## config.mk

```make
export PLATFORM = sky130hd
export DESIGN_NAME = srr_queue
export DESIGN_NICKNAME = d
export VERILOG_FILES = /design/src/srr_pkg.sv /design/src/srr_queue.sv
export SDC_FILE = /design/constraint.sdc
export NUM_CORES = 1
export LEC_CHECK = 0
export ABC_AREA = 1
export BUFFER_PORTS_ARGS = -buffer_cell sky130_fd_sc_hd__buf_2
export CAP_MARGIN = 20
export CELL_PAD_IN_SITES_DETAIL_PLACEMENT = 1
export CELL_PAD_IN_SITES_GLOBAL_PLACEMENT = 2
export CORE_ASPECT_RATIO = 1.1
export CORE_MARGIN = 4
export CORE_UTILIZATION = 44
export CTS_CLUSTER_SIZE = 25
export DETAILED_ROUTE_END_ITERATION = 10
export PLACE_DENSITY_LB_ADDON = 0.1
export SETUP_SLACK_MARGIN = 0.2
export SLEW_MARGIN = 10
export SYNTH_ARGS = -nofsm -noshare
export SYNTH_HDL_FRONTEND = slang
export SYNTH_SLANG_ARGS = --single-unit
```

## constraint.sdc

```tcl
create_clock -name i_clk -period 9.4 [get_ports i_clk]
set_input_delay 0.94 -clock i_clk [delete_from_list [all_inputs] [get_ports i_clk]]
set_output_delay 0.94 -clock i_clk [all_outputs]
set_load 0.02 [all_outputs]
```

## src/srr_pkg.sv

```systemverilog
`timescale 1ns / 1ps
// ----------------------------------------------------------------------------
// srr_pkg: shared types and constants for the refraction block
// Beat formats, status codes and fixed-point widths used across the design.
// ----------------------------------------------------------------------------
package srr_pkg;

    // default output fraction bits (Q1.14)
    localparam int OUT_FRAC_DEF = 14;
    // internal unit vectors are Q2.30
    localparam int WORK_FRAC    = 30;
    localparam int UNIT_W       = WORK_FRAC + 2;
    localparam int VEC_W        = 16;
    localparam int IDX_W        = 16;
    // depth of the queue between front and back
    localparam int QDEPTH       = 4;

    typedef enum logic [1:0] {
        ST_REFRACT = 2'd0,
        ST_TIR     = 2'd1,
        ST_INVALID = 2'd2
    } t_status;

    typedef struct packed {
        logic signed [VEC_W-1:0] dir_x;
        logic signed [VEC_W-1:0] dir_y;
        logic signed [VEC_W-1:0] dir_z;
        logic signed [VEC_W-1:0] normal_x;
        logic signed [VEC_W-1:0] normal_y;
        logic signed [VEC_W-1:0] normal_z;
        logic [IDX_W-1:0]        index_in;
        logic [IDX_W-1:0]        index_out;
    } t_ray_in;

    typedef struct packed {
        t_status            status;
        logic signed [15:0] out_x;
        logic signed [15:0] out_y;
        logic signed [15:0] out_z;
    } t_ray_out;

    // classified ray handed from front to back
    typedef struct packed {
        logic                    invalid;
        logic [IDX_W-1:0]        index_in;
        logic [IDX_W-1:0]        index_out;
        logic [2:0][UNIT_W-1:0]  du;
        logic [2:0][UNIT_W-1:0]  nu;
    } t_mid;

endpackage

```

## src/srr_queue.sv

```systemverilog
`timescale 1ns / 1ps
// ----------------------------------------------------------------------------
// srr_queue: short queue between front and back
// Drains one beat per cycle whenever it holds one; read data registered.
// ----------------------------------------------------------------------------
module srr_queue
    import srr_pkg::*;
(
    input  logic i_clk,
    input  logic i_rst_n,
    input  logic i_push,
    input  t_mid i_data,
    output logic o_vld,
    output t_mid o_data,
    output logic o_full
);

    localparam int AW = $clog2(QDEPTH);

    t_mid          r_mem [QDEPTH];
    logic [AW-1:0] r_wr;
    logic [AW-1:0] r_rd;
    logic [AW:0]   r_count;
    logic          r_vld;
    t_mid          r_data;
    logic          w_pop;

    assign w_pop = (r_count != '0);

    // storage and registered read
    always_ff @(posedge i_clk) begin
        if (i_push) begin
            r_mem[r_wr] <= i_data;
        end
        r_data <= r_mem[r_rd];
    end

    // pointers and fill
    always_ff @(posedge i_clk) begin
        if (!i_rst_n) begin
            r_wr    <= '0;
            r_rd    <= '0;
            r_count <= '0;
            r_vld   <= 1'b0;
        end else begin
            r_vld <= w_pop;
            if (i_push) begin
                r_wr <= r_wr + 1'b1;
            end
            if (w_pop) begin
                r_rd <= r_rd + 1'b1;
            end
            if (i_push && !w_pop) begin
                r_count <= r_count + 1'b1;
            end else if (!i_push && w_pop) begin
                r_count <= r_count - 1'b1;
            end
        end
    end

    assign o_vld  = r_vld;
    assign o_data = r_data;
    assign o_full = (r_count >= (AW+1)'(QDEPTH - 1));

endmodule

```

# Yosys cells after proc, flatten, opt, wreduce, memory -nomap -nowiden
# Memory sizes are Yosys's and may differ from the RTL's. A register that Yosys moved wholly into a read port is not among the register bits.
# Index checks and enable logic that the tools add are counted.
# W data, S select, Z words.
[classes]
addsub = 4
order_cmp = 1
muxes = 4
reduce_logical = 6
[op_table]
columns = ["operator", "n"]
rows = [
  ["$mux W3", 2],
  ["$add A2 B1 Y2 const B", 2],
  ["$add A3 B1 Y3 const B", 1],
  ["$ge A3 B2 Y1 const B", 1],
  ["$reduce_bool A3 Y1", 1],
  ["$sub A3 B1 Y3 const B", 1],
  ["$logic_and A1 B1 Y1", 2],
  ["$logic_not A1 Y1", 2],
  ["$mux W1", 2],
  ["$reduce_bool A2 Y1", 1],
]
[word_totals]
ff_bits = 8
ram_bits = 900
output_inout_bits = 227
mem_count = 1
[memory_table]
columns = ["name", "depth", "word_bits", "read_ports", "rd_clocked_by_memory_dff", "wr", "line_no", "text"]
rows = [
  ["r_mem", 4, 225, 1, 1, 1, "srr_queue.sv:20", "t_mid r_mem [QDEPTH];"],
]

# Longest topological paths before layout
[logic_depth]
ltp_word = 4
mapped_depth = 10

# Worst setup path after synthesis
# No wires, ideal clock.
[synth_timing]
path_type = "input-to-reg"
from = "input i_push"
to = "memory r_mem[0][0] (netlist name), enable pin"
setup_ns = 0.576
arrival_ns = 5.290
t_required_ns = 8.824
slack_ns = 3.534
path_stages = 2
path_buffers = 0
path_cell_list = "nand2_1 -> inv_1"
[synth_via]
elab_chain_cells = 2
[synth_rtl]
columns = ["item", "line_no", "text"]
rows = [
  ["start, declared", "srr_queue.sv:11", "input logic i_push,"],
  ["$mux W1", "srr_queue.sv:32", "if (i_push) begin"],
  ["$mux W1 (implied by the code)", "srr_queue.sv:33", "r_mem[r_wr] <= i_data;"],
  ["end, declared", "srr_queue.sv:20", ""],
]
# Every way passes these cells.

==> metrics <==
status=complete, no violations; endpoint type of the worst setup path=flop; layout net count=approximately 3.1k; Hold Path Class=input port to flop; top-count cell post-synth=edfxtp_1; area delta synth->final=18.5%; Net Count, Synth=2,696; ys async rst share=0%; Netlist cell types=19; port bufs=454; maximum clock frequency=310 MHz; reg2reg start=r_rd[0]$_SDFFE_PN0P_; Cell Pwr Density=317 nW/um2; share of cells above drive strength 1=22.1%; Syn. warnings=0; Worst Path Required=9980 ps; CORE AREA=85,300 um2; Max Used Layer=met5; Crit Path Max Fanout=85; aggregate global routing overflow=0; CTS buffer count=~110; met2 wire length=50,700 um; CP startpoint=r_rd[0]$_SDFFE_PN0P_; final core utilization=52.9%; clock tree sinks=1,133; Initial Util=44.6%; Remaining DRCs=0; Starting DRT DRC Count=1,320; Design Power=0.0143 W; main area contributors after synthesis=edfxtp_1 (71%), dfxtp_1 (12%), nor2_1 (4.5%), o22ai_1 (3.7%), o21ai_0 (3.6%); Tcrit/Tclk final=34.4%; final setup vio count=0; First-pass DRT Iterations=5; Worst-Margin Slew=between 1000 and 1500 ps; fill count=8,261; setup TNS=0 ps; Post-CTS Hold Fix Bufs=0; Clk pwr share=31.2%; Comb pwr share=23.3%; final hold viol count=0; Seq/Total Area, Yosys=between 80 and 90%; post-detail-place hpwl=56,300 um; unrepaired setup endpoints after global routing=false; Final ANT Viol Nets=0; Clock Pin Slew Worst Setup and Hold Paths=60 ps; crit path cell chain=buf_4 > buf_4 > o21ai_0 > o22ai_1; Die ar.=91,200 um2; Yosys top cell by area=edfxtp_1; pin count of the biggest net entering global routing=roughly 170; Sw Ratio=32.3%; Final Max Tran Viols=0; clk_skew=13.2 ps; Seq pwr share=between 40% and 50%; Power Internal=0.00968 W; # resized after CTS=0; Post-synth EDFFs=900; post-synth top area share=71.0%; initial antenna violation count=44; CTS tree=built; min Tclk post-route=around 3200 ps; Met1 Wirelength=40,000 um; peak supply drop=0.000186 V; Slowest-stage cell, CP=dfxtp_4; #FFs+latches synth=roughly 1.1k; LEAKAGE=15.9 nW; switching power=0.00462 W; number of global-route vias before repair=around 24k; Cell Area, Synth=38,000 um2; routability congestion estimate=0.741; Die Span Y=316 um; die width=approximately 290 um; row cnt=112; CP most frequent cell=buf_4; Max Cap Viol=0; critical path class=flop to flop; # Post-CTS Setup Buffers=0; hold path start=i_data[102]; Post-synth top cells=edfxtp_1 (900), nor2_1 (458), o21ai_0 (275); Mean Syn Cell Area=15.4 um2; slowest cell delay on critical path=a little under 900 ps; Max-slew headroom=26.8%; Avg WL per Cell=23.6 um; Arr. time, crit path=3810 ps; vias post-DR=around 22k; root buf cell=clkbuf_16; final instance area=45,100 um2; Placed Area=41,200 um2; Top Ports=between 400 and 500; H-tree levels=3; clk buf depth=3; routed wl met3=5590 um; clk_lat worst skew=670 ps; final wirelength=between 90,000 and 100,000 um; ys flop type=edfxtp_1; GRT Overall Usage=21.1%; via/cell ratio=around 5.3; Post-Synthesis Cells=2,463; first-pass GRT wire length=145,000 um; Critical Path Source Type=flop
registers in the layout, indices dropped and copies added, names as in the netlist:
signal and count:
r_mem 900, o_data 225, r_count 3, r_rd 2, r_wr 2, o_vld 1
metrics by stage:
stage | std cells | hold WS (ps) | setup WS [ps]
6_report | 4175 | 481 | 6170
3_3_place_gp | 3931 | 478 | 5410
4_1_cts | 4147 | 426 | 6050
2_1_floorplan | 2463 | 472 | 3530
3_5_place_dp | 3931 | 490 | 5490
5_1_grt | 4163 | 430 | 5910
final cells by class:
| class | count | area, um2 | share of cell area, % |
|---|---|---|---|
| inverters | 18 | 115 | 0.255 |
| multi-input cells | 1164 | 5560 | 12.3 |
| clock inverters | 55 | 487 | 1.08 |
| well taps | 1140 | 1430 | 3.16 |
| diodes | 26 | 65.1 | 0.144 |
| repair buffers | 478 | 2500 | 5.54 |
| flip-flops and latches | 1133 | 31700 | 70.3 |
| clock buffers | 161 | 3260 | 7.23 |
placed cells by master, fill, tap and decap left out:
cell,n
edfxtp_1,900
nor2_1,458
buf_2,454
o21ai_0,275
dfxtp_1,231
o22ai_1,225
o21ai_1,182
clkbuf_16,116
clkinv_2,27
diode_2,26
clkbuf_1,26
buf_4,21
clkbuf_8,19
nand2_1,13
inv_1,12
clkinv_1,11
bufinv_16,7
inv_6,5
ha_1,5
inv_8,4
a21oi_1,3
nand3_1,2
clkinv_8,2
clkinvlp_4,2
clkinv_4,2
buf_12,2
dfxtp_4,2
nand4_1,1
inv_12,1
buf_16,1
path summary, 6_finish.rpt:
path	slack (ps)	to	depth (start not counted)
worst max register to register	6170	o_data[99]$_DFF_P_	4
worst max-delay path	6170	o_data[99]$_DFF_P_	4
worst min-delay path	480	r_mem[2][102]$_DFFE_PP_	1
worst min register to register	500	o_data[181]$_DFF_P_	2
cell families (layout without fill, tap and decap cells):
group	Yosys count	after routing	share of synthesized area, %
and+or+nand+nor	474	474	4.69
other	0	26	0
adders and majority gates	5	5	0.164
DFF	1133	1133	83.3
AOI/OAI and AO/OA	685	685	9.75
buffers and inverters	166	712	2.11
power groups by stage:
stage	registers (W)	logic [W]	clock network (W)
after floorplan	0.00709	0.00152	0
after detailed placement	0.00661	0.00337	0
final	0.00650	0.00334	0.00447
after global placement	0.00660	0.00324	0
after global routing	0.00656	0.00365	0.00481
after CTS	0.00652	0.00339	0.00457
worst max-delay path: cells and delay by family, from the launching register on:
| family | cells | cell delay (ps) |
|---|---|---|
| flip-flops | 1 | 890 |
| buffers and inverters | 2 | 1560 |
| AO/OA/AOI/OAI | 2 | 570 |
layer usage:
metal | up-vias | GRT usage (%)
li1 | 10147 | -
met1 | 11403 | 26.4
met2 | 504 | 37.0
met3 | 162 | 4.51
met4 | 18 | 6.36
met5 | - | 0
No activity file was read; power rests on OpenSTA's default activity.
